--- config.mk ---
export PLATFORM = sky130hd
export DESIGN_NAME = hvn_divider
export DESIGN_NICKNAME = d
export VERILOG_FILES = /design/src/hvn_pkg.sv /design/src/hvn_divider.sv
export SDC_FILE = /design/constraint.sdc
export NUM_CORES = 1
export LEC_CHECK = 0
export BUFFER_PORTS_ARGS = -buffer_cell sky130_fd_sc_hd__buf_2
export CORE_MARGIN = 3
export CORE_UTILIZATION = 65
export CTS_BUF_LIST = sky130_fd_sc_hd__clkbuf_4
export CTS_CLUSTER_SIZE = 12
export DETAILED_ROUTE_END_ITERATION = 7
export PLACE_DENSITY = 0.89
export SETUP_SLACK_MARGIN = 0.3
export SYNTH_ARGS = -nofsm -noshare
export SYNTH_HDL_FRONTEND = slang
export SYNTH_SLANG_ARGS = --single-unit
--- constraint.sdc ---
create_clock -name clk -period 5.6 [get_ports clk]
set_input_delay 1.12 -clock clk [delete_from_list [all_inputs] [get_ports clk]]
set_output_delay 1.12 -clock clk [all_outputs]
set_load 0.05 [all_outputs]
--- src/hvn_pkg.sv ---
// Shared constants, handshake structs and helpers of the heightfield vertex normal unit.
package hvn_pkg;

	localparam int MAX_SIDE_DEF = 256;
	localparam int CFG_W        = 9;
	localparam int IDX_W        = 16;
	localparam int SAMPLE_W     = 16;
	localparam int DIFF_W       = SAMPLE_W + 1;
	localparam int NRM_W        = 16;
	localparam int TEX_W        = 17;
	localparam int ACC_W        = 24;
	localparam int PROD_W       = 2 * ACC_W;
	localparam int CALC_AW      = 18;
	localparam int ROOT_IN_W    = 62;
	localparam int ROOT_W       = ROOT_IN_W / 2;
	localparam int DIV_QW       = 22;
	localparam int DIV_DW       = 32;
	localparam int DIV_NW       = DIV_DW + DIV_QW - 1;
	localparam int NRM_ONE      = 16384;
	localparam int HEIGHT_SCALE = 10;
	localparam int HEIGHT_SQ    = HEIGHT_SCALE * HEIGHT_SCALE;

	typedef enum logic {
		CMD_LOAD = 1'b0,
		CMD_READ = 1'b1
	} cmd_t;

	localparam logic CFG_COLUMNS = 1'b0;
	localparam logic CFG_ROWS    = 1'b1;

	typedef struct packed {
		logic              go;
		logic [DIV_NW-1:0] num;
		logic [DIV_DW-1:0] den;
	} div_req_t;

	typedef struct packed {
		logic              done;
		logic [DIV_QW-1:0] quo;
		logic [DIV_DW-1:0] rem;
	} div_rsp_t;

	typedef struct packed {
		logic                 go;
		logic [ROOT_IN_W-1:0] arg;
	} root_req_t;

	typedef struct packed {
		logic              done;
		logic [ROOT_W-1:0] root;
	} root_rsp_t;

	function automatic logic signed [DIFF_W-1:0] sdiff(input logic [SAMPLE_W-1:0] a,
		input logic [SAMPLE_W-1:0] b);
		return $signed({1'b0, a}) - $signed({1'b0, b});
	endfunction

	function automatic logic [SAMPLE_W-1:0] mag_diff(input logic signed [DIFF_W-1:0] v);
		logic [DIFF_W-1:0] t;
		t = v[DIFF_W-1] ? 17'(-v) : 17'(v);
		return t[SAMPLE_W-1:0];
	endfunction

	function automatic logic [ACC_W-1:0] mag_acc(input logic signed [ACC_W-1:0] v);
		return v[ACC_W-1] ? 24'(-v) : 24'(v);
	endfunction

endpackage

--- src/hvn_divider.sv ---
// Iterative restoring divider, one quotient bit per cycle.
module hvn_divider (
	input  logic              clk,
	input  logic              arst_n,
	input  hvn_pkg::div_req_t req,
	output hvn_pkg::div_rsp_t rsp
);
	import hvn_pkg::*;

	localparam int CNT_W = $clog2(DIV_QW);

	logic [DIV_NW-1:0] rem_q;
	logic [DIV_NW-1:0] dsh_q;
	logic [DIV_QW-1:0] quo_q;
	logic [CNT_W-1:0]  cnt_q;
	logic              busy_q;
	logic              done_q;

	always_ff @(posedge clk or negedge arst_n) begin
		if (!arst_n) begin
			rem_q  <= '0;
			dsh_q  <= '0;
			quo_q  <= '0;
			cnt_q  <= '0;
			busy_q <= 1'b0;
			done_q <= 1'b0;
		end else begin
			done_q <= 1'b0;
			if (req.go) begin
				rem_q  <= req.num;
				dsh_q  <= {req.den, {(DIV_QW-1){1'b0}}};
				quo_q  <= '0;
				cnt_q  <= CNT_W'(DIV_QW - 1);
				busy_q <= 1'b1;
			end else if (busy_q) begin
				if (rem_q >= dsh_q) begin
					rem_q <= rem_q - dsh_q;
					quo_q <= {quo_q[DIV_QW-2:0], 1'b1};
				end else begin
					quo_q <= {quo_q[DIV_QW-2:0], 1'b0};
				end
				dsh_q <= dsh_q >> 1;
				if (cnt_q == '0) begin
					busy_q <= 1'b0;
					done_q <= 1'b1;
				end else begin
					cnt_q <= cnt_q - 1'b1;
				end
			end
		end
	end

	assign rsp.done = done_q;
	assign rsp.quo  = quo_q;
	assign rsp.rem  = rem_q[DIV_DW-1:0];

endmodule

# Word level (Yosys, flattened, before mapping)
# Cells that the tools add are included.
# word_totals
register_bits,135
latchBits,0
ram_bits,0
mem_bits_ro,0
output_inout_bits,55
memories,0
# classes
add_sub_neg,2
mul,0
div_mod_pow,0
n_lt_le_gt_ge,1
n_eq_ne,1
n_shift,0
mux,17
bitwise_logic,0
reduce_logical,5
# op_table
op,count
$mux W53,5
$ge A53 B53 Y1,1
$sub A53 B53 Y53,1
$mux W22,2
$mux W5,3
$mux W1,7
$logic_not A5 Y1,1
$sub A5 B1 Y5 const B,1
$reduce_and A2 Y1,2
$reduce_bool A2 Y1,2
$ne A2 B2 Y1 const B,1

# Logic depth before layout (Yosys ltp)
# Gate-level depths: netlist of run 1.
# depth
word_depth,4
ltp_mapped,15
depth_no_buf,13

# Worst setup path before layout of run 1
# OpenSTA, ideal clock, no wires.
# synth_timing
path_kind,register to register
start,register rem_q[25]
end,register rem_q[18]
setup_time_ns,0.125
arrival_time_ns,2.623
required_time_ns,5.475
slack_ns,2.852
path_stages_with_launch,12
path_buffers,1
synth_period_minus_slack_ns,2.748
path_cell_list,dfrtp_1 ha_1 and3_1 buf_4 nand2_2 or3_4 nor3_4 nand3_1 o211ai_2 o2bb2ai_4 mux2_2 mux2_2
# synth_via
elab_chain_len,3
# synth_lines
element,line,source
from (decl),hvn_divider.sv:12,logic [DIV_NW-1:0] rem_q;
from (signal assigned),hvn_divider.sv:30,rem_q <= req.num;
from (signal assigned),hvn_divider.sv:37,rem_q <= rem_q - dsh_q;
$ge A53 B53 Y1,hvn_divider.sv:36,if (rem_q >= dsh_q) begin
$reduce_bool A2 Y1 (no line),-,
$reduce_and A2 Y1 (no line),-,
# Every way passes these cells.
# A chain may end at the register's enable or synchronous reset.

# Worst setup path in the final report of run 1
# layout_timing
start,register dsh_q[8]
end,register rem_q[34]
# layout_via
elab_chain_len,4
# layout_lines
element,line,source
from (decl),hvn_divider.sv:13,logic [DIV_NW-1:0] dsh_q;
from (signal assigned),hvn_divider.sv:31,"dsh_q <= {req.den, {(DIV_QW-1){1'b0}}};"
from (signal assigned),hvn_divider.sv:42,dsh_q <= dsh_q >> 1;
$sub A53 B53 Y53,hvn_divider.sv:37,
$mux W53,hvn_divider.sv:36,
$mux W53,hvn_divider.sv:35,end else if (busy_q) begin
$mux W53,hvn_divider.sv:29,if (req.go) begin
# Several ways; a longest one is shown, not always the timed one. The select of a mux whose other input is x is not followed.

==> results.sh, run 1 <==
export IMPL_status="completed"
export IMPL_ys_types=69
export IMPL_max_cap_violations=0
export IMPL_yosys_area_top_type="dfrtp_1"
export IMPL_drtAntennaViolNets=0
export IMPL_grt_first_pass_wirelength_mm=37.9
export IMPL_synthToLayoutAreaGrowth_pct=8.03
export IMPL_clk_latency_ns=0.63
export IMPL_yosysMostFrequentCell="dfrtp_1"
export IMPL_coreArea_mm2=0.0141
export IMPL_yosysWarnings=0
export IMPL_crit_path_end_kind="flip-flop"
export IMPL_htree_num_levels=4
export IMPL_timing_rr_end="rem_q[34]$_DFFE_PN0P_"
export IMPL_die_area_mm2=0.0162
export IMPL_synth_area_per_cell_um2=8.72
export IMPL_grt_most_used_layer="met2"
export IMPL_path_max_fanout=43
export IMPL_drt_initial_drc_count=860
export IMPL_cts_tree="built"
export IMPL_powerDensity_mw_per_mm2=574
export IMPL_rrSetupSlack_ns=1.69
export IMPL_worst_r2r_cell_count=12
export IMPL_via_per_inst=5.99
export IMPL_slowest_stage="o2bb2ai_4"
export IMPL_gr_total_overflow=0
export IMPL_worstSetupPathType="flip-flop to flip-flop"
export IMPL_clk_path_buf_depth=2
export IMPL_syn_area_mm2=0.00957
export IMPL_cts_hold_fix_buffers=0
export IMPL_layout_worst_path_cycle_share=0.699
export IMPL_grt_max_degree=138
export IMPL_finalPower_uw=5930
export IMPL_r2r_start="dsh_q[8]$_DFFE_PN0P_"
export IMPL_cts_setup_buffers=0
export IMPL_timing_critical_path_mode_cell="nor3_2"
export IMPL_grt_total_usage=0.287
export IMPL_yosysSeqAreaShare=0.353
export IMPL_yosys_top_cells_area="dfrtp_1 35%, mux2i_1 11%, ha_1 7.2%"
export IMPL_gp_routability_congestion=0.930
export IMPL_yosysTopAreaCellShare=0.353
export IMPL_synth_edf_count=0
export IMPL_pre_cts_slack_ns=1.76
export IMPL_grt_pass1_vias=7774
export IMPL_wl_per_cell_um=16.8
export IMPL_cts_resized=0
export IMPL_timing_fmax_mhz=255
export IMPL_p_leak_uw=0.00539
export IMPL_maxSlewViolCount=0
export IMPL_layoutNonFillerInstCount=1358
export IMPL_synthFlopType="dfrtp_1"
export IMPL_grtUsageMet2=0.449
export IMPL_io_pins=143
export IMPL_hpwl_mm=16.4
export IMPL_cp_arrival_ns=4.43
export IMPL_rsz0062_at_grt="false"
export IMPL_synthTopCellsByCount="135 x dfrtp_1, 117 x nand2_1, 101 x mux2i_1, 80 x nor2_1, 76 x a21oi_1"
export IMPL_cts_root_buf="clkbuf_4"
export IMPL_hold_viol=0
export IMPL_met1_usage=0.396
export IMPL_setup_viol=0
export IMPL_ys_seq_elements=135
export IMPL_nets=1308
export IMPL_max_vdd_ir_drop_uv=302
export IMPL_async_flop_share=1.00
export IMPL_setup_ws_ns=1.69
export IMPL_grt_use_met3=0.0669
export IMPL_critPathLaunchType="flip-flop"
export IMPL_hold_path_class="primary input to asynchronous set/reset pin"
export IMPL_first_pass_iters=6
export IMPL_synth_cells=1098
export IMPL_post_place_cells=1325
export IMPL_cpPeakStageDelay_ns=0.65
export IMPL_num_rows=43
export IMPL_synth_fp_nets=1242
export IMPL_skew_ns=0.0295
export IMPL_cts_clk_slew_worst_paths_ns=0.14
export IMPL_die_h_um=127
export IMPL_routed_wl_mm=22.7
export IMPL_drc=0
export IMPL_path_cells="inv_1, ha_1, nand2_1, nor3_2, nand3_1, o2111a_1, nor3_2, nor3_4, o2bb2ai_4, buf_4, nor3b_1, a221o_1"
export IMPL_worst_slew_pin_slew_ns=0.925
export IMPL_tns_ns=0
export IMPL_vias=8138
export IMPL_clkSinkCount=135
export IMPL_relSlewSlack=0.383
export IMPL_cts_buffers_inserted=17
export IMPL_port_buffers=142
export IMPL_start_util=0.676
export IMPL_antenna_found_initial=1
export IMPL_fin_crit_ns=3.91
export IMPL_finish_utilization=0.731
export IMPL_cp_required_ns=6.11
export IMPL_die_w_um=127
export IMPL_layout_drive_gt1_share=0.166
[logic make-up after synthesis]
kind of cell,synth area share
simple gates,0.154
compound gates,0.180
fa+ha+maj,0.0740
flops,0.353
buf+inv,0.0820
mux,0.108
xor+xnor,0.0485
[power breakdown]
part           switching, µW  internal [µW]
logic                   2390           1410
registers                180           1190
clock network            456            294
total                   3030           2900
[routing by layer]
| metal | vias to the layer above | routed length, µm |
|---|---|---|
| li1 | 3955 | - |
| met1 | 3839 | 10400 |
| met2 | 298 | 10500 |
| met3 | 46 | 1470 |
| met4 | 0 | 473 |
| met5 | - | 0 |
[worst max-delay path, delay by kind of cell (launching register included)]
| family | cells | cell delay (ns) |
|---|---|---|
| AO/OA/AOI/OAI | 3 | 1.24 |
| flip-flops | 1 | 0.40 |
| adder cells (fa/ha/maj) | 1 | 0.37 |
| AND/OR/NAND/NOR | 6 | 1.09 |
| buffers and inverters | 2 | 0.70 |
[sequential cells by signal, summed over array words and instances, names as in the netlist]
signal and cells:
rem_q 53, done_q 1, cnt_q 5, busy_q 1, quo_q 22, dsh_q 53
[cells in the final DEF, fill, tap and decap left out, types with 3 or more instances in the layout]
cell | Yosys | layout
buf_2 | 5 | 140
dfrtp_1 | 135 | 134
nand2_1 | 117 | 117
mux2i_1 | 101 | 101
nor2_1 | 80 | 80
a21oi_1 | 76 | 76
o21ai_0 | 66 | 66
inv_1 | 63 | 63
ha_1 | 55 | 55
o21ai_1 | 47 | 47
xnor2_1 | 28 | 28
xor2_1 | 25 | 25
a21o_1 | 24 | 24
nor3b_1 | 23 | 23
nand4_1 | 18 | 18
clkbuf_4 | 0 | 17
nand3_1 | 12 | 12
nor3_1 | 10 | 10
nand2b_1 | 9 | 9
nor2b_1 | 8 | 8
o21bai_1 | 8 | 8
a221o_1 | 8 | 8
o21a_1 | 7 | 7
a31oi_1 | 7 | 7
and3_1 | 6 | 6
inv_6 | 0 | 6
inv_8 | 0 | 6
buf_4 | 38 | 5
and2_1 | 4 | 4
o211ai_1 | 4 | 4
a22o_1 | 3 | 3
a41oi_1 | 3 | 3
o31ai_1 | 3 | 3
a21boi_0 | 3 | 3
[worst max path at each step]
| stage | from | end | slack [ns] | depth (start not counted) |
|---|---|---|---|---|
| 3_5_place_dp | dsh_q[8]$_DFFE_PN0P_ | rem_q[3]$_DFFE_PN0P_ | 1.76 | 12 |
| 3_3_place_gp | dsh_q[8]$_DFFE_PN0P_ | rem_q[3]$_DFFE_PN0P_ | 1.88 | 12 |
| 4_1_cts | dsh_q[8]$_DFFE_PN0P_ | rem_q[34]$_DFFE_PN0P_ | 1.73 | 12 |
| 5_1_grt | dsh_q[8]$_DFFE_PN0P_ | rem_q[29]$_DFFE_PN0P_ | 1.48 | 13 |
| 6_report | dsh_q[8]$_DFFE_PN0P_ | rem_q[34]$_DFFE_PN0P_ | 1.69 | 12 |
| 2_1_floorplan | rem_q[25]$_DFFE_PN0P_ | rem_q[18]$_DFFE_PN0P_ | 2.85 | 11 |
[through the flow]
step / hold slack [ns] / area, µm²
floorplan: 0.485 / 9570
global placement: 0.501 / 10000
detailed placement: 0.504 / 10000
CTS: 0.544 / 10300
global route: 0.567 / 10300
finish: 0.538 / 10300
[area by class of cell]
class / instances / area, µm²
inverters: 63 / 236
multi-input cells: 800 / 5410
well taps: 180 / 225
clock buffers: 17 / 128
clock inverters: 15 / 196
repair buffers: 147 / 761
diodes: 1 / 2.50
fillers: 1101 / 3810
flip-flops and latches: 135 / 3380
Power figures use the tool's default switching activity.
==> run 2, diff against run 1 <==
- CORE_UTILIZATION: 65 -> 60
- PLACE_DENSITY: 0.89 -> 0.83
- clock period: 5.6 -> 4.1 ns (I/O delays scaled with it)
==> results.sh, run 2 (synthesis gave the netlist of run 1 again) <==
export IMPL_internal_power_uw=4060
export IMPL_worst_r2r_cell_count=13
export IMPL_cts_clk_slew_worst_paths_ns=0.12
export IMPL_final_area_mm2=0.0104
export IMPL_placed_area_mm2=0.0101
export IMPL_timing_fmax_mhz=295
export IMPL_gp_routability_congestion=0.977
export IMPL_worst_slew_pin_slew_ns=0.956
export IMPL_layout_commonest_cell="buf_2"
export IMPL_critPathLaunchType="flip-flop"
export IMPL_pwr_share_comb=0.646
export IMPL_cts_setup_buffers=0
export IMPL_first_pass_iters=5
export IMPL_cp_required_ns=4.54
export IMPL_p_sw_uw=4040
export IMPL_max_cap_violations=0
export IMPL_status="completed"
export IMPL_hpwl_mm=16.7
export IMPL_path_max_fanout=23
export IMPL_cts_hold_fix_buffers=0
export IMPL_cp_arrival_ns=3.82
export IMPL_rrSetupSlack_ns=0.71
export IMPL_vias=8051
export IMPL_gr_total_overflow=0
export IMPL_nFillCells=1306
export IMPL_clk_path_buf_depth=2
export IMPL_p_sw_frac=0.499
export IMPL_drc=0
export IMPL_cpPeakStageDelay_ns=0.43
export IMPL_cp_top_family="simple AND/OR/NAND/NOR gates"
export IMPL_seqPwrFrac=0.231
export IMPL_grt_pass1_vias=7655
export IMPL_final_cell_mix="140 x buf_2, 134 x dfrtp_1, 117 x nand2_1"
export IMPL_p_leak_uw=0.00541
export IMPL_routed_wl_mm=22.7
export IMPL_grt_most_used_layer="met2"
export IMPL_cts_buffers_inserted=17
export IMPL_coreArea_mm2=0.0154
export IMPL_nets=1313
export IMPL_setup_ws_ns=0.714
export IMPL_layout_drive_gt1_share=0.167
export IMPL_clk_latency_ns=0.57
export IMPL_die_w_um=132
export IMPL_cp_depth=13
export IMPL_drtAntennaViolNets=0
export IMPL_port_buffers=142
export IMPL_cts_resized=0
export IMPL_io_pins=143
export IMPL_via_per_inst=5.79
export IMPL_grt_use_met3=0.0607
export IMPL_htree_num_levels=4
export IMPL_timing_critical_path_mode_cell="nor3_2"
export IMPL_die_area_mm2=0.0175
export IMPL_num_rows=45
export IMPL_layout_worst_path_cycle_share=0.826
export IMPL_critPathBufInv=2
export IMPL_powerDensity_mw_per_mm2=777
export IMPL_drt_initial_drc_count=731
export IMPL_finish_utilization=0.676
export IMPL_clkSinkCount=135
export IMPL_skew_ns=0.00967
export IMPL_grt_max_degree=103
export IMPL_met1_usage=0.364
export IMPL_critPathCapture="rem_q[45]$_DFFE_PN0P_"
export IMPL_rsz0062_at_grt="false"
export IMPL_fin_crit_ns=3.39
export IMPL_pre_cts_slack_ns=0.747
export IMPL_grt_first_pass_wirelength_mm=37.6
export IMPL_worstSetupPathType="flip-flop to flip-flop"
export IMPL_synthToLayoutAreaGrowth_pct=8.89
export IMPL_grtUsageMet2=0.410
export IMPL_slowest_stage="o2bb2ai_4"
export IMPL_die_h_um=132
export IMPL_setup_viol=0
export IMPL_grt_total_usage=0.260
export IMPL_clkPwrFrac=0.123
export IMPL_r2r_start="dsh_q[9]$_DFFE_PN0P_"
export IMPL_wl_per_cell_um=16.4
export IMPL_cts_tree="built"
export IMPL_relSlewSlack=0.363
export IMPL_crit_path_end_kind="flip-flop"
export IMPL_antenna_found_initial=0
export IMPL_num_antenna_cells=0
export IMPL_maxSlewViolCount=0
export IMPL_start_util=0.620
export IMPL_hold_viol=0
export IMPL_max_vdd_ir_drop_uv=420
export IMPL_tns_ns=0
export IMPL_hold_path_class="primary input to asynchronous set/reset pin"
export IMPL_path_cells="inv_1, ha_1, nand2_1, nor3_2, nand3_1, o2111a_1, nor3_2, nor3_4, o2bb2ai_4, buf_4, nor3b_1, a21oi_1, o21ai_0"
export IMPL_cts_root_buf="clkbuf_4"
export IMPL_crit_start="dsh_q[9]$_DFFE_PN0P_"
export IMPL_top_regs="dsh_q x53, rem_q x53, quo_q x22"
export IMPL_timing_rr_end="rem_q[45]$_DFFE_PN0P_"
==> run 2: cell types whose count changed in the layout (fill, tap and decap cells not counted), moves of 3 or more <==
| cell | before | now |
|---|---|---|
| inv_8 | 6 | 0 |
| buf_4 | 5 | 8 |
| clkinv_4 | 0 | 3 |
| inv_6 | 6 | 1 |
==> run 2: metal layers <==
metal	vias to the layer above	routed length [µm]
met4	0	386
li1	3959	-
met3	27	1390
met2	248	10400
met1	3817	10600
met5	-	0
==> run 2: stage by stage <==
step / hold WS, ns / cells / total power [µW]
after floorplan: 0.485 / 1098 / 6190
after global placement: 0.499 / 1361 / 6960
after detailed placement: 0.511 / 1361 / 7030
after CTS: 0.366 / 1390 / 8050
after global routing: 0.373 / 1390 / 8650
final: 0.331 / 1390 / 8090
==> run 2: layout make-up <==
type | count | area [µm²] | share of cell area
tap | 211 | 264 | 0.0253
clock buffer | 17 | 128 | 0.0122
inverter | 63 | 236 | 0.0227
clock inverter | 12 | 180 | 0.0173
multi-input combinational | 800 | 5410 | 0.519
timing repair buffer | 152 | 823 | 0.0790
sequential | 135 | 3380 | 0.324
==> run 2: worst min path at each step <==
stage	start	endpoint	slack, ns	depth (start not counted)
after floorplan	cnt_q[4]$_DFFE_PN0P_	cnt_q[4]$_DFFE_PN0P_	0.49	2
after global placement	quo_q[21]$_DFFE_PN0P_	quo_q[21]$_DFFE_PN0P_	0.50	2
after detailed placement	cnt_q[4]$_DFFE_PN0P_	cnt_q[4]$_DFFE_PN0P_	0.51	2
after CTS	arst_n	quo_q[12]$_DFFE_PN0P_	0.37	1
after global routing	arst_n	quo_q[12]$_DFFE_PN0P_	0.37	1
final	arst_n	quo_q[12]$_DFFE_PN0P_	0.33	1
==> run 2: power groups by stage <==
stage                     registers, µW  clock network (µW)  logic [µW]
final                              1870                 994        5230
after global routing               1910                1060        5680
after CTS                          1870                1010        5170
after detailed placement           1890                   0        5140
after global placement             1880                   0        5080
after floorplan                    1850                   0        4340
