[config.mk]
export PLATFORM = sky130hd
export DESIGN_NAME = hvn_isqrt
export DESIGN_NICKNAME = d
export VERILOG_FILES = /design/src/hvn_pkg.sv /design/src/hvn_isqrt.sv
export SDC_FILE = /design/constraint.sdc
export NUM_CORES = 1
export LEC_CHECK = 0
export BUFFER_PORTS_ARGS = -buffer_cell sky130_fd_sc_hd__buf_4
export CAP_MARGIN = 20
export CORE_MARGIN = 4
export CORE_UTILIZATION = 64
export CTS_CLUSTER_DIAMETER = 80
export DETAILED_ROUTE_END_ITERATION = 8
export PLACE_DENSITY = 0.95
export SKIP_LAST_GASP = 1
export SLEW_MARGIN = 20
export SYNTH_ARGS = -nofsm -noshare
export SYNTH_HDL_FRONTEND = slang
export SYNTH_SLANG_ARGS = --single-unit
[constraint.sdc]
create_clock -name clk -period 4.2 [get_ports clk]
set_input_delay 0.42 -clock clk [delete_from_list [all_inputs] [get_ports clk]]
set_output_delay 0.42 -clock clk [all_outputs]
set_load 0.02 [all_outputs]
[src/hvn_pkg.sv]
// Shared constants, handshake structs and helpers of the heightfield vertex normal unit.
package hvn_pkg;

	localparam int MAX_SIDE_DEF = 256;
	localparam int CFG_W        = 9;
	localparam int IDX_W        = 16;
	localparam int SAMPLE_W     = 16;
	localparam int DIFF_W       = SAMPLE_W + 1;
	localparam int NRM_W        = 16;
	localparam int TEX_W        = 17;
	localparam int ACC_W        = 24;
	localparam int PROD_W       = 2 * ACC_W;
	localparam int CALC_AW      = 18;
	localparam int ROOT_IN_W    = 62;
	localparam int ROOT_W       = ROOT_IN_W / 2;
	localparam int DIV_QW       = 22;
	localparam int DIV_DW       = 32;
	localparam int DIV_NW       = DIV_DW + DIV_QW - 1;
	localparam int NRM_ONE      = 16384;
	localparam int HEIGHT_SCALE = 10;
	localparam int HEIGHT_SQ    = HEIGHT_SCALE * HEIGHT_SCALE;

	typedef enum logic {
		CMD_LOAD = 1'b0,
		CMD_READ = 1'b1
	} cmd_t;

	localparam logic CFG_COLUMNS = 1'b0;
	localparam logic CFG_ROWS    = 1'b1;

	typedef struct packed {
		logic              go;
		logic [DIV_NW-1:0] num;
		logic [DIV_DW-1:0] den;
	} div_req_t;

	typedef struct packed {
		logic              done;
		logic [DIV_QW-1:0] quo;
		logic [DIV_DW-1:0] rem;
	} div_rsp_t;

	typedef struct packed {
		logic                 go;
		logic [ROOT_IN_W-1:0] arg;
	} root_req_t;

	typedef struct packed {
		logic              done;
		logic [ROOT_W-1:0] root;
	} root_rsp_t;

	function automatic logic signed [DIFF_W-1:0] sdiff(input logic [SAMPLE_W-1:0] a,
		input logic [SAMPLE_W-1:0] b);
		return $signed({1'b0, a}) - $signed({1'b0, b});
	endfunction

	function automatic logic [SAMPLE_W-1:0] mag_diff(input logic signed [DIFF_W-1:0] v);
		logic [DIFF_W-1:0] t;
		t = v[DIFF_W-1] ? 17'(-v) : 17'(v);
		return t[SAMPLE_W-1:0];
	endfunction

	function automatic logic [ACC_W-1:0] mag_acc(input logic signed [ACC_W-1:0] v);
		return v[ACC_W-1] ? 24'(-v) : 24'(v);
	endfunction

endpackage

[src/hvn_isqrt.sv]
// Iterative integer square root, one result bit per cycle.
module hvn_isqrt (
	input  logic               clk,
	input  logic               arst_n,
	input  hvn_pkg::root_req_t req,
	output hvn_pkg::root_rsp_t rsp
);
	import hvn_pkg::*;

	localparam int CNT_W = $clog2(ROOT_W);

	logic [ROOT_IN_W-1:0] arg_q;
	logic [ROOT_W+1:0]    rem_q;
	logic [ROOT_W-1:0]    root_q;
	logic [CNT_W-1:0]     cnt_q;
	logic                 busy_q;
	logic                 done_q;
	logic [ROOT_W+3:0]    rem_next;
	logic [ROOT_W+3:0]    trial;

	// bring down two bits, try the next root bit
	assign rem_next = {rem_q, arg_q[ROOT_IN_W-1 -: 2]};
	assign trial    = {2'b00, root_q, 2'b01};

	always_ff @(posedge clk or negedge arst_n) begin
		if (!arst_n) begin
			arg_q  <= '0;
			rem_q  <= '0;
			root_q <= '0;
			cnt_q  <= '0;
			busy_q <= 1'b0;
			done_q <= 1'b0;
		end else begin
			done_q <= 1'b0;
			if (req.go) begin
				arg_q  <= req.arg;
				rem_q  <= '0;
				root_q <= '0;
				cnt_q  <= CNT_W'(ROOT_W - 1);
				busy_q <= 1'b1;
			end else if (busy_q) begin
				arg_q <= {arg_q[ROOT_IN_W-3:0], 2'b00};
				if (rem_next >= trial) begin
					rem_q  <= (ROOT_W+2)'(rem_next - trial);
					root_q <= {root_q[ROOT_W-2:0], 1'b1};
				end else begin
					rem_q  <= (ROOT_W+2)'(rem_next);
					root_q <= {root_q[ROOT_W-2:0], 1'b0};
				end
				if (cnt_q == '0) begin
					busy_q <= 1'b0;
					done_q <= 1'b1;
				end else begin
					cnt_q <= cnt_q - 1'b1;
				end
			end
		end
	end

	assign rsp.done = done_q;
	assign rsp.root = root_q;

endmodule

# Yosys cells after proc, flatten, opt, wreduce, memory -nomap -nowiden
# Cells that the tools add are included.
# word_totals
regBits	133
inputBits	65
word_cells	30
# op_classes
n_addsub	2
magnitude_cmp	1
n_eq_ne	1
mux	17
n_reduce_logical	3
# ops
op	count
62-bit two-way mux	2
33-bit two-way mux	3
31-bit two-way mux	2
35-bit by 33-bit >= comparator with 1-bit output	1
33-bit subtractor	1
5-bit two-way mux	3
1-bit two-way mux	7
5-bit logical NOT	1
5-bit by 1-bit subtractor with 5-bit output, second input constant	1
2-bit != test, second input constant	1
2-bit AND reduction	1
2-bit nonzero test	1

# Depth between registers and ports, before layout
# Gate-level depths: netlist (run 1).
# depth
ltp_word	4
ltp_mapped	14
depth_no_buf	11

# Worst setup path before layout (run 1)
# No wires, ideal clock.
# synth_timing
kind	reg2reg
start	register root_q[1]
end	register rem_q[26]
setup_time_ns	0.087
t_arrival_ns	2.690
slack_ns	1.423
path_stages_with_launch	13
path_buffers	1
synth_period_minus_slack_ns	2.777
cell_sequence	dfrtp_1 inv_1 ha_1 o21ai_1 a22oi_2 o2111a_2 o211ai_2 and2_4 o31a_1 buf_6 nor4_1 a21oi_1 a211oi_2
# synth_via
elab_chain_len	4
elab_cells_between_ends	5
# synth_rtl
element	line	rtl
start: declaration	hvn_isqrt.sv:14	logic [ROOT_W-1:0] root_q;
start signal: assignment	hvn_isqrt.sv:45	root_q <= {root_q[ROOT_W-2:0], 1'b1};
start signal: assignment	hvn_isqrt.sv:48	root_q <= {root_q[ROOT_W-2:0], 1'b0};
33-bit subtractor or 35-bit by 33-bit >= comparator with 1-bit output (tied branches)	hvn_isqrt.sv:44, hvn_isqrt.sv:43	
33-bit two-way mux (*)	hvn_isqrt.sv:43	if (rem_next >= trial) begin
33-bit two-way mux (*)	hvn_isqrt.sv:41	end else if (busy_q) begin
33-bit two-way mux (*)	hvn_isqrt.sv:35	if (req.go) begin
end signal: assignment	hvn_isqrt.sv:44	rem_q <= (ROOT_W+2)'(rem_next - trial);
end signal: assignment	hvn_isqrt.sv:47	rem_q <= (ROOT_W+2)'(rem_next);
end: declaration	hvn_isqrt.sv:13	logic [ROOT_W+1:0] rem_q;
# Mark *: on every way between the ends. The rest lies on a longest branch, timed or not. The select of a mux whose other input is x is not followed.
# A chain may end at the register's enable or synchronous reset.

# Worst setup path after layout (run 1)
# layout_timing
start	register root_q[0]
end	register rem_q[12]
# The elaborated chain is that of the path after synthesis.

==> results of run 1 <==
flip-flops by register name (all words and copies together) (netlist names):
register / flops
rem_q: 33
root_q: 31
cnt_q: 5
arg_q: 62
busy_q: 1
done_q: 1
critical path: stages, from the launching register on:
cell and delay (ps):
dfrtp_1 410, inv_1 70, ha_1 360, o21ai_0 180, a22oi_2 150, o2111a_2 330
o211ai_2 160, and2_4 170, o31a_2 870, buf_4 350, nor2_1 90, a21oi_1 210
a211oi_1 140
through the flow:
step                power [uW]  std cells  setup WS [ps]
floorplan                 3860        876           1420
global placement          4360       1089            939
detailed placement        4480       1089            762
CTS                       6240       1121            646
global route              6670       1121            365
finish                    6350       1121            552
layout make-up:
type,instances,area (um^2),area share
multi-input combinational,640,4210,0.450
sequential,133,3330,0.356
timing repair buffer,101,783,0.0838
clock buffer,20,447,0.0478
tap,168,210,0.0225
clock inverter,12,190,0.0203
inverter,47,176,0.0189
worst max path at each step:
stage	startpoint	slack (ps)	cells past startpoint	to
2_1_floorplan	root_q[1]$_DFFE_PN0P_	1420	12	rem_q[26]$_DFFE_PN0P_
3_3_place_gp	root_q[1]$_DFFE_PN0P_	940	12	rem_q[1]$_DFFE_PN0P_
3_5_place_dp	root_q[0]$_DFFE_PN0P_	760	12	rem_q[1]$_DFFE_PN0P_
4_1_cts	root_q[0]$_DFFE_PN0P_	650	11	rem_q[12]$_DFFE_PN0P_
5_1_grt	root_q[10]$_DFFE_PN0P_	370	12	rem_q[12]$_DFFE_PN0P_
6_report	root_q[0]$_DFFE_PN0P_	550	12	rem_q[12]$_DFFE_PN0P_
cells in the mapped netlist, types with 4 or more instances:
master	number
mux2_2	4
xor2_1	15
inv_1	47
a31oi_1	5
xnor2_1	15
mux2i_1	100
o21bai_1	4
nor3_1	10
dfrtp_1	133
buf_1	6
nand4_1	9
o211ai_1	6
nand3_1	13
and3_1	4
ha_1	35
nand2_1	90
nor4_1	4
o21ai_0	80
buf_2	6
clkbuf_1	41
nor2_1	94
a21o_1	14
a21oi_1	54
a211oi_1	26
nand2b_1	12
logic make-up after synthesis:
| family | Yosys count |
|---|---|
| fa+ha+maj | 35 |
| xor+xnor | 30 |
| flops | 133 |
| mux | 104 |
| simple gates | 254 |
| buf+inv | 103 |
| compound gates | 217 |
metal layers:
layer	up-vias	wire length, um
met2	476	11300
met3	131	1790
met1	3423	8510
li1	3215	-
met5	-	0
met4	0	1310
power by group:
part | internal [uW] | switching, uW
clock network | 1020 | 617
logic | 1240 | 1850
registers | 1470 | 158
==> results.md, run 1 <==
| Metric | Reported | Unit |
|:---|:---|:---|
| Worst r2r src | root_q[0]$_DFFE_PN0P_ | - |
| Top cell type by total area after synthesis | dfrtp_1 | - |
| Global-route track usage on met2 | 0.541 | - |
| Most common library cell in the layout ignoring fill and taps | dfrtp_1 | - |
| Net total in the final layout | 1040 | - |
| # IOs | 97 | - |
| Met1 Usage GRT | 0.387 | - |
| Dominant cells by area after synthesis | dfrtp_1 42%, mux2i_1 13%, ha_1 5.5% | - |
| Share of synthesized cell area in and, or, nand and nor gates | 0.142 | - |
| Global routing usage summed across all routing layers | 0.325 | - |
| Final non-filler cell area | 9350 | um^2 |
| Portion of netlist area occupied by mux cells | 0.132 | - |
| Vertical extent of the die | 119 | um |
| Number of detailed-routing iterations run before antenna repair | 6 | - |
| Worst relative slew slack | 0.279 | - |
| Pin count of the biggest net entering global routing | 160 | - |
| Area enclosed by the die boundary | 14300 | um^2 |
| Hold Violations, Final | 0 | - |
| Synth Area in XOR/XNOR | 0.0331 | - |
| Post-synth top area share | 0.419 | - |
| Kind of critical path | register to register | - |
| Hold_buf cts | 0 | - |
| Via count of the first global-routing pass | 7318 | - |
| Flop2flop setup slack | 550 | ps |
| Asr flop ratio synth | 1.00 | - |
| Data required, critical path | 4450 | ps |
| Routed wire per std cell | 20.4 | um |
| Cell Rows | 40 | - |
| Worst hold slack across all endpoints | 105 | ps |
| Count of synthesis-stage warnings from yosys | 0 | - |
| Critical path startpoint category | register | - |
| Cell area after placement | 8710 | um^2 |
| Summed instance area of the synthesized netlist | 7950 | um^2 |
| # fillers | 595 | - |
| Reg2Reg Capture Point | rem_q[12]$_DFFE_PN0P_ | - |
| Highest net fanout along the worst path | 46 | - |
| Core area | 12100 | um^2 |
| Fmax | 274 | MHz |
| Sort of element at the end of the critical path | register | - |
| Setup violation total in the final timing report | 0 | - |
| Antenna-violating nets left | 0 | - |
| Placer Congestion | 0.915 | - |
| Synthesized-area fraction occupied by ao, oa, aoi and oai cells | 0.168 | - |
| Power density over the cells | 679 | nW/um^2 |
| Final slew viol count | 0 | - |
| Worst clock skew on the final layout | 15.0 | ps |
| Routed via count | 7245 | - |
| Fin crit share | 0.869 | - |
| Leakage power summed over all cells | 0.00497 | uW |
| Data arrival time of the worst path | 3890 | ps |
| Adder and majority gate portion of the synthesized area | 0.0551 | - |
| Number of DRC violations after detailed-routing iteration 0 | 716 | - |
| Clock buffer depth | 2 | - |
| Result of the run | finished, final reports clean | - |
| Top_reg_cell synth | dfrtp_1 | - |
| Depth of the most critical reg-to-reg path | 12 | - |
| Number of flip-flops and latches in the synthesized netlist | 133 | - |
| Period minus WS final | 3650 | ps |
| Number of buffers inserted by post-CTS setup repair | 0 | - |
| Placed wire-length estimate | 13500 | um |
| CTS clock-pin slew for the worst setup and hold paths | 60 | ps |
| H-tree levels | 4 | - |
| Type of the worst min-delay path | primary input to asynchronous set/reset pin | - |
| First-pass GRT wire length | 37200 | um |
| Root cell of the clock tree | clkbuf_16 | - |
| Number of enable-type register cells in the synthesized netlist | 0 | - |
| Die Wd | 119 | um |
| Actual slew at the worst max-slew pin | 1080 | ps |
| Mean cell area of the mapped netlist | 9.07 | um^2 |
| Effective utilization at floorplan | 0.659 | - |
| Total nets after synthesis | 976 | - |
| Area growth from synthesis to layout | 17.6 | % |
| Number of violations of the max-capacitance limit | 0 | - |
| Met3 usage | 0.0783 | - |
| Total grt overflow | 0 | - |
| Sum of negative setup slack | 0 | ps |
| Setup repair after global routing missed its margin | no | - |
| Total CTS buffers | 17 | - |
| Top library cells by usage in the layout, fill and taps aside | 132 x dfrtp_1, 100 x mux2i_1, 99 x buf_4 | - |
| Clock tree from TritonCTS | done | - |
| Number of distinct library cells after synthesis | 58 | - |
| Worst-Skew Late Latency | 430 | ps |
| Remaining DRCs | 0 | - |
| Main combinational cell family by area after synthesis | compound AO/OA/AOI/OAI gates | - |
| Drt via density | 6.46 | - |
| PostCTS Resize Cnt | 0 | - |
| Worst supply voltage drop on vdd | 0.440 | mV |
| Diode insertion count for antenna repair | 0 | - |
| Drt total wl | 22900 | um |
| Clock sink count | 133 | - |
| Number of antenna violations at the first check in global routing | 0 | - |
| Final cell utilization of the core | 0.775 | - |
| Cell count after synthesis | 876 | - |
| Register area share after synthesis | 0.419 | - |
| Number of I/O port buffers | 96 | - |
| Fraction of final layout cells with drive strength greater than 1 | 0.154 | - |
| Most congested layer reported by global routing | met2 | - |
Note: power is estimated with default switching activity, not from simulation.
==> run 2: changes to the inputs <==
--- a/config.mk
+++ b/config.mk
@@ -9,6 +9,7 @@
 export CAP_MARGIN = 20
 export CORE_MARGIN = 4
 export CORE_UTILIZATION = 64
+export CTS_BUF_LIST = sky130_fd_sc_hd__clkbuf_16
 export CTS_CLUSTER_DIAMETER = 80
 export DETAILED_ROUTE_END_ITERATION = 8
 export PLACE_DENSITY = 0.95
==> run 2 against run 1 <==
Net effect:
- combinational power about the same
- utilization decreased by 0.083 points
- global-route usage decreased by 0.84 points
- critical path type unchanged
- first-iteration DRC count increased by 3.9%
==> results.md, run 2 (synthesis results as in run 1) <==
| Metric | Reported | Unit | vs previous |
|:---|:---|:---|:---|
| Result of the run | finished, final reports clean | - |  |
| Drt via density | 6.42 | - | -0.63% |
| Vertical extent of the die | 119 | um | unchanged |
| Routed wire per std cell | 19.9 | um | -2.3% |
| Fmax | 272 | MHz | -0.71% |
| Drt total wl | 22300 | um | -2.3% |
| Global routing usage summed across all routing layers | 0.317 | - | -0.00837 |
| Actual slew at the worst max-slew pin | 1050 | ps | -34.5 ps |
| Area growth from synthesis to layout | 17.5 | % |  |
| Slowest cell on the critical path | o31a_2 | - |  |
| Pin count of the biggest net entering global routing | 160 | - | unchanged |
| Number of antenna violations at the first check in global routing | 0 | - | unchanged |
| Placed wire-length estimate | 13500 | um | unchanged |
| Sum of negative setup slack | 0 | ps | unchanged |
| Flop2flop setup slack | 530 | ps | -30 ps |
| Internal Pwr Total | 3710 | uW | -0.64% |
| Reg2Reg Capture Point | rem_q[12]$_DFFE_PN0P_ | - |  |
| Hold_buf cts | 0 | - | unchanged |
| Power density over the cells | 677 | nW/um^2 | -0.36% |
| Number of detailed-routing iterations run before antenna repair | 9 | - | +3 |
| Total Power | 6320 | uW | -0.47% |
| Area enclosed by the die boundary | 14300 | um^2 | unchanged |
| Data arrival time of the worst path | 3940 | ps | +50 ps |
| Core area | 12100 | um^2 | unchanged |
| Die Wd | 119 | um | unchanged |
| Total CTS buffers | 17 | - | unchanged |
| Registers with the highest flip-flop counts | arg_q (62), rem_q (33), root_q (31) | - |  |
| Highest net fanout along the worst path | 46 | - | unchanged |
| First-pass GRT wire length | 36200 | um | -2.7% |
| Depth of the most critical reg-to-reg path | 12 | - | unchanged |
| CTS clock-pin slew for the worst setup and hold paths | 60 | ps | about the same |
| Combinational share of power | 0.488 | - | +0.002 |
| Clock sink count | 133 | - | unchanged |
| Sequential share of power | 0.257 | - | about the same |
| Final non-filler cell area | 9340 | um^2 | -0.11% |
| Antenna-violating nets left | 0 | - | unchanged |
| Via count of the first global-routing pass | 7175 | - | -2.0% |
| Crit path cell chain | inv_1 -> ha_1 -> o21ai_0 -> a22oi_2 -> o2111a_2 -> o211ai_2 -> and2_4 -> o31a_2 -> buf_4 -> nor2_1 -> a21oi_1 -> a211oi_1 | - |  |
| Setup repair after global routing missed its margin | no | - |  |
| Switching power total | 2620 | uW | -0.23% |
| Share of total power in the clock network | 0.255 | - | -0.003 |
| Effective utilization at floorplan | 0.659 | - | unchanged |
| CP peak stage delay | 830 | ps | -40 ps |
| Routed via count | 7199 | - | -0.63% |
| Max reg flops | 62 | - | unchanged |
| Leakage power summed over all cells | 0.00497 | uW | about the same |
| Fraction of final layout cells with drive strength greater than 1 | 0.153 | - | -0.00105 |
| Remaining DRCs | 0 | - | unchanged |
| Root cell of the clock tree | clkbuf_16 | - |  |
| Number of DRC violations after detailed-routing iteration 0 | 744 | - | +3.9% |
| Kind of critical path | register to register | - |  |
| Most common library cell in the layout ignoring fill and taps | dfrtp_1 | - |  |
| Sort of element at the end of the critical path | register | - |  |
| # IOs | 97 | - | unchanged |
| Number of violations of the max-capacitance limit | 0 | - | unchanged |
| Number of I/O port buffers | 96 | - | unchanged |
| Data required, critical path | 4470 | ps | +20 ps |
| Number of buffers inserted by post-CTS setup repair | 0 | - | unchanged |
| Worst r2r src | root_q[0]$_DFFE_PN0P_ | - |  |
| Clock buffer depth | 2 | - | unchanged |
| Worst relative slew slack | 0.302 | - | +0.0230 |
| Worst supply voltage drop on vdd | 0.453 | mV | +2.9% |
| Final slew viol count | 0 | - | unchanged |
| Period minus WS final | 3670 | ps | +26.2 ps |
| H-tree levels | 4 | - | unchanged |
| Worst-Skew Late Latency | 430 | ps | about the same |
| Type of the worst min-delay path | primary input to asynchronous set/reset pin | - |  |
| Setup violation total in the final timing report | 0 | - | unchanged |
| PostCTS Resize Cnt | 0 | - | unchanged |
| Net total in the final layout | 1040 | - | unchanged |
| Worst clock skew on the final layout | 11.0 | ps | -3.97 ps |
| Total grt overflow | 0 | - | unchanged |
| Final cell utilization of the core | 0.774 | - | -0.000830 |
| Fin crit share | 0.875 | - | +0.00624 |
| Critical path startpoint category | register | - |  |
| Switching power share of the total | 0.414 | - | +0.000983 |
| Top library cells by usage in the layout, fill and taps aside | 132 x dfrtp_1, 100 x mux2i_1, 99 x buf_4 | - |  |
| Placer Congestion | 0.915 | - | unchanged |
| Cell area after placement | 8710 | um^2 | unchanged |
| Worst hold slack across all endpoints | 111 | ps | +6.15 ps |
| Diode insertion count for antenna repair | 0 | - | unchanged |
| Top reg by flops | arg_q | - |  |
| Hold Violations, Final | 0 | - | unchanged |
| Cell Rows | 40 | - | unchanged |
| Clock tree from TritonCTS | done | - |  |
[run 2: cell count changes in the layout (fill, tap and decap cells not counted)]
cell / change
clkbuf_8: -1
clkinv_1: +1
clkbuf_1: -2
inv_1: +2
[run 2: critical path: cells and delay by family, from the launching register on]
| kind | cells | cell delay (ps) |
|---|---|---|
| buf+inv | 2 | 440 |
| flops | 1 | 430 |
| fa+ha+maj | 1 | 370 |
| compound gates | 7 | 1970 |
| simple gates | 2 | 270 |
[run 2: metrics by stage]
stage	cells	setup WS [ps]
after floorplan	876	1420
after global placement	1089	939
after detailed placement	1089	762
after CTS	1121	609
after global routing	1121	394
final	1121	526
[run 2: power by group through the flow]
stage / Combinational, uW / Sequential [uW] / Clock [uW]
after floorplan: 2270 / 1600 / 0
after global placement: 2740 / 1620 / 0
after detailed placement: 2850 / 1630 / 0
after CTS: 2990 / 1620 / 1600
after global routing: 3310 / 1640 / 1660
final: 3080 / 1630 / 1610
[run 2: how the worst max path moves through the flow]
stage                                     start               endpoint  slack, ps  cells past startpoint
after floorplan           root_q[1]$_DFFE_PN0P_  rem_q[26]$_DFFE_PN0P_       1420                     12
after global placement    root_q[1]$_DFFE_PN0P_   rem_q[1]$_DFFE_PN0P_        940                     12
after detailed placement  root_q[0]$_DFFE_PN0P_   rem_q[1]$_DFFE_PN0P_        760                     12
after CTS                 root_q[0]$_DFFE_PN0P_  rem_q[12]$_DFFE_PN0P_        610                     12
after global routing      root_q[0]$_DFFE_PN0P_  rem_q[12]$_DFFE_PN0P_        390                     12
final                     root_q[0]$_DFFE_PN0P_  rem_q[12]$_DFFE_PN0P_        530                     12
[run 2: routing by layer]
metal / GRT usage / wire (um) / up-vias
met5: 0 / 0 / -
met4: 0.175 / 1170 / 0
met3: 0.0750 / 1940 / 112
met2: 0.524 / 11000 / 471
met1: 0.381 / 8250 / 3414
li1: - / - / 3202
[run 2: area by class of cell]
class,count,area [um^2]
clock buffers,17,425
clock inverters,15,201
fillers,610,2720
inverters,47,176
multi-input cells,640,4210
flip-flops and latches,133,3330
well taps,168,210
repair buffers,101,783
==> run 3: changes to the inputs <==
--- a/config.mk
+++ b/config.mk
@@ -7,8 +7,10 @@
 export LEC_CHECK = 0
 export BUFFER_PORTS_ARGS = -buffer_cell sky130_fd_sc_hd__buf_4
 export CAP_MARGIN = 20
+export CELL_PAD_IN_SITES_DETAIL_PLACEMENT = 1
+export CELL_PAD_IN_SITES_GLOBAL_PLACEMENT = 1
 export CORE_MARGIN = 4
-export CORE_UTILIZATION = 64
+export CORE_UTILIZATION = 49
 export CTS_BUF_LIST = sky130_fd_sc_hd__clkbuf_16
 export CTS_CLUSTER_DIAMETER = 80
 export DETAILED_ROUTE_END_ITERATION = 8
==> run 3 against run 2 <==
Net effect:
- first-iteration DRC count decreased by 40%
- routed wire length increased by 5.5%
- sequential share of layout area decreased by 0.17 points
- sequential power about the same
- critical endpoint is now rem_q[4]$_DFFE_PN0P_
- largest power group unchanged
==> results.md, run 3 (synthesis results as in run 1) <==
| Metric | Reported | Unit | vs previous |
|:---|:---|:---|:---|
| Cell Rows | 46 | - | +15% |
| Core area | 15900 | um^2 | +32% |
| Data required, critical path | 4480 | ps | about the same |
| Via count of the first global-routing pass | 7422 | - | +3.4% |
| Worst relative slew slack | 0.367 | - | +0.0648 |
| Area enclosed by the die boundary | 18300 | um^2 | +28% |
| Most congested layer reported by global routing | met2 | - |  |
| Total grt overflow | 0 | - | unchanged |
| Result of the run | finished, final reports clean | - |  |
| Remaining DRCs | 0 | - | unchanged |
| Sort of element at the end of the critical path | register | - |  |
| Top library cells by usage in the layout, fill and taps aside | 132 x dfrtp_1, 101 x buf_4, 100 x mux2i_1 | - |  |
| Number of buffers inserted by post-CTS setup repair | 0 | - | unchanged |
| Max reg flops | 62 | - | unchanged |
| Kind of cell adding the most delay to the critical path | compound AO/OA/AOI/OAI gates | - |  |
| Setup slack after layout | 934 | ps | +408 ps |
| Clock sink count | 133 | - | unchanged |
| Diode insertion count for antenna repair | 0 | - | unchanged |
| Number of antenna violations at the first check in global routing | 0 | - | unchanged |
| Total CTS buffers | 17 | - | unchanged |
| Sequential share of power | 0.258 | - | about the same |
| Vertical extent of the die | 135 | um | +13% |
| Switching power total | 2630 | uW | +0.60% |
| Routed via count | 6903 | - | -4.1% |
| Worst-Skew Late Latency | 440 | ps | about the same |
| Routed wire per std cell | 20.2 | um | +1.1% |
| Switching power share of the total | 0.419 | - | +0.00528 |
| Root cell of the clock tree | clkbuf_16 | - |  |
| Number of detailed-routing iterations run before antenna repair | 5 | - | -4 |
| Worst supply voltage drop on vdd | 0.380 | mV | -16% |
| Placer Congestion | 0.871 | - | -4.9% |
| Type of the worst min-delay path | primary input to register | - |  |
| Number of DRC violations after detailed-routing iteration 0 | 450 | - | -40% |
| First-pass GRT wire length | 38500 | um | +6.2% |
| H-tree levels | 4 | - | unchanged |
| Number of violations of the max-capacitance limit | 0 | - | unchanged |
| Data arrival time of the worst path | 3550 | ps | -390 ps |
| Crit path cell chain | inv_1 -> ha_1 -> a21o_1 -> a21o_1 -> a21oi_1 -> nand3_1 -> a21oi_1 -> o31a_4 -> a21oi_1 -> a211oi_1 | - |  |
| Fmax | 306 | MHz | +13% |
| Fin crit share | 0.778 | - | -0.0972 |
| CTS clock-pin slew for the worst setup and hold paths | 60 | ps | about the same |
| Global routing usage summed across all routing layers | 0.265 | - | -0.0513 |
| Final slew viol count | 0 | - | unchanged |
| Die Wd | 135 | um | +13% |
| Total Power | 6280 | uW | -0.66% |
| Area growth from synthesis to layout | 18.1 | % |  |
| Internal Pwr Total | 3650 | uW | -1.6% |
| Critical path startpoint category | register | - |  |
| Global-route track usage on met2 | 0.450 | - | -0.0744 |
| Worst clock skew on the final layout | 11.6 | ps | +0.615 ps |
| Drt total wl | 23600 | um | +5.5% |
| Highest net fanout along the worst path | 51 | - | +11% |
| # IOs | 97 | - | unchanged |
| Power density over the cells | 669 | nW/um^2 | -1.1% |
| PostCTS Resize Cnt | 0 | - | unchanged |
| Sum of negative setup slack | 0 | ps | unchanged |
| Top reg by flops | arg_q | - |  |
| Slowest cell on the critical path | o31a_4 | - |  |
| Post-placement cell count | 1139 | - | +4.6% |
| Combinational share of power | 0.499 | - | +0.011 |
| Share of total power in the clock network | 0.243 | - | -0.012 |
| Final cell utilization of the core | 0.591 | - | -0.184 |
| Period minus WS final | 3270 | ps | -408 ps |
| Most repeated library cell on the critical path | a21oi_1 | - |  |
| CP peak stage delay | 580 | ps | -250 ps |
| Placed wire-length estimate | 15100 | um | +12% |
| Worst Setup Slack post-DPL | 673 | ps | -88.4 ps |
| Met1 Usage GRT | 0.322 | - | -0.0593 |
| Effective utilization at floorplan | 0.500 | - | -0.159 |
| Clock tree from TritonCTS | done | - |  |
| Antenna-violating nets left | 0 | - | unchanged |
| Number of I/O port buffers | 96 | - | unchanged |
| Net total in the final layout | 1043 | - | +0.29% |
| Clock buffer depth | 2 | - | unchanged |
| Kind of critical path | register to register | - |  |
| Most common library cell in the layout ignoring fill and taps | dfrtp_1 | - |  |
| Drt via density | 5.90 | - | -8.1% |
| Hold Violations, Final | 0 | - | unchanged |
| Pin count of the biggest net entering global routing | 171 | - | +6.9% |
| Flop2flop setup slack | 930 | ps | +410 ps |
| Setup repair after global routing missed its margin | no | - |  |
| Met3 usage | 0.0661 | - | -0.00890 |
| Buffering stage count on the worst path with inverters included | 1 | - | -1 |
| Fin cells | 1170 | - | +4.4% |
| Fraction of final layout cells with drive strength greater than 1 | 0.155 | - | +0.00194 |
| Leakage power summed over all cells | 0.00495 | uW | -0.33% |
| Registers with the highest flip-flop counts | arg_q (62), rem_q (33), root_q (31) | - |  |
| Setup violation total in the final timing report | 0 | - | unchanged |
| Actual slew at the worst max-slew pin | 950 | ps | -97.1 ps |
run 3: routing by layer:
metal,routed length (um),vias to the layer above,part of all wire
met4,814,0,0.035
met5,0,-,0
met3,1150,75,0.049
met2,12000,194,0.51
met1,9650,3431,0.41
li1,-,3203,-
run 3: metrics by stage:
step | cell area, um^2 | hold slack [ps]
after global placement | 8780 | 424
final | 9390 | 185
after floorplan | 7950 | 124
after detailed placement | 8780 | 431
after CTS | 9380 | 176
after global routing | 9390 | 193
run 3: worst reg2reg max path, stage by stage (launching register included):
cell,delay [ps]
dfrtp_1,390
inv_1,60
ha_1,400
a21o_1,240
a21o_1,210
a21oi_1,250
nand3_1,130
a21oi_1,210
o31a_4,580
a21oi_1,200
a211oi_1,450
run 3: what timing repair did:
action / CTS / global route
endpoints found under the setup margin: 0 / 0
hold endpoints to repair: 57 / 0
hold buffers: 1 / 0
run 3: final timing paths:
kind	depth (start not counted)	endpoint	start
worst max-delay path	10	rem_q[4]$_DFFE_PN0P_	root_q[26]$_DFFE_PN0P_
worst min-delay path	3	arg_q[43]$_DFFE_PN0P_	req[43]
worst max register to register	10	rem_q[4]$_DFFE_PN0P_	root_q[26]$_DFFE_PN0P_
worst min register to register	2	rem_q[32]$_DFFE_PN0P_	rem_q[32]$_DFFE_PN0P_
max in group asynchronous	3	busy_q$_DFF_PN0_	arst_n
min in group asynchronous	2	rem_q[17]$_DFFE_PN0P_	arst_n
run 3: power by group through the flow:
stage               Combinational (uW)  Clock [uW]  Sequential, uW
finish                            3130        1520            1620
global route                      3420        1600            1640
CTS                               3090        1540            1620
detailed placement                2960           0            1630
global placement                  2810           0            1620
floorplan                         2270           0            1600
run 3: layout make-up:
| type | count | area [um^2] |
|---|---|---|
| clock inverter | 13 | 161 |
| fill | 1839 | 6500 |
| multi-input combinational | 640 | 4220 |
| timing repair buffer | 104 | 800 |
| tap | 216 | 270 |
| sequential | 133 | 3330 |
| clock buffer | 17 | 425 |
| inverter | 47 | 176 |
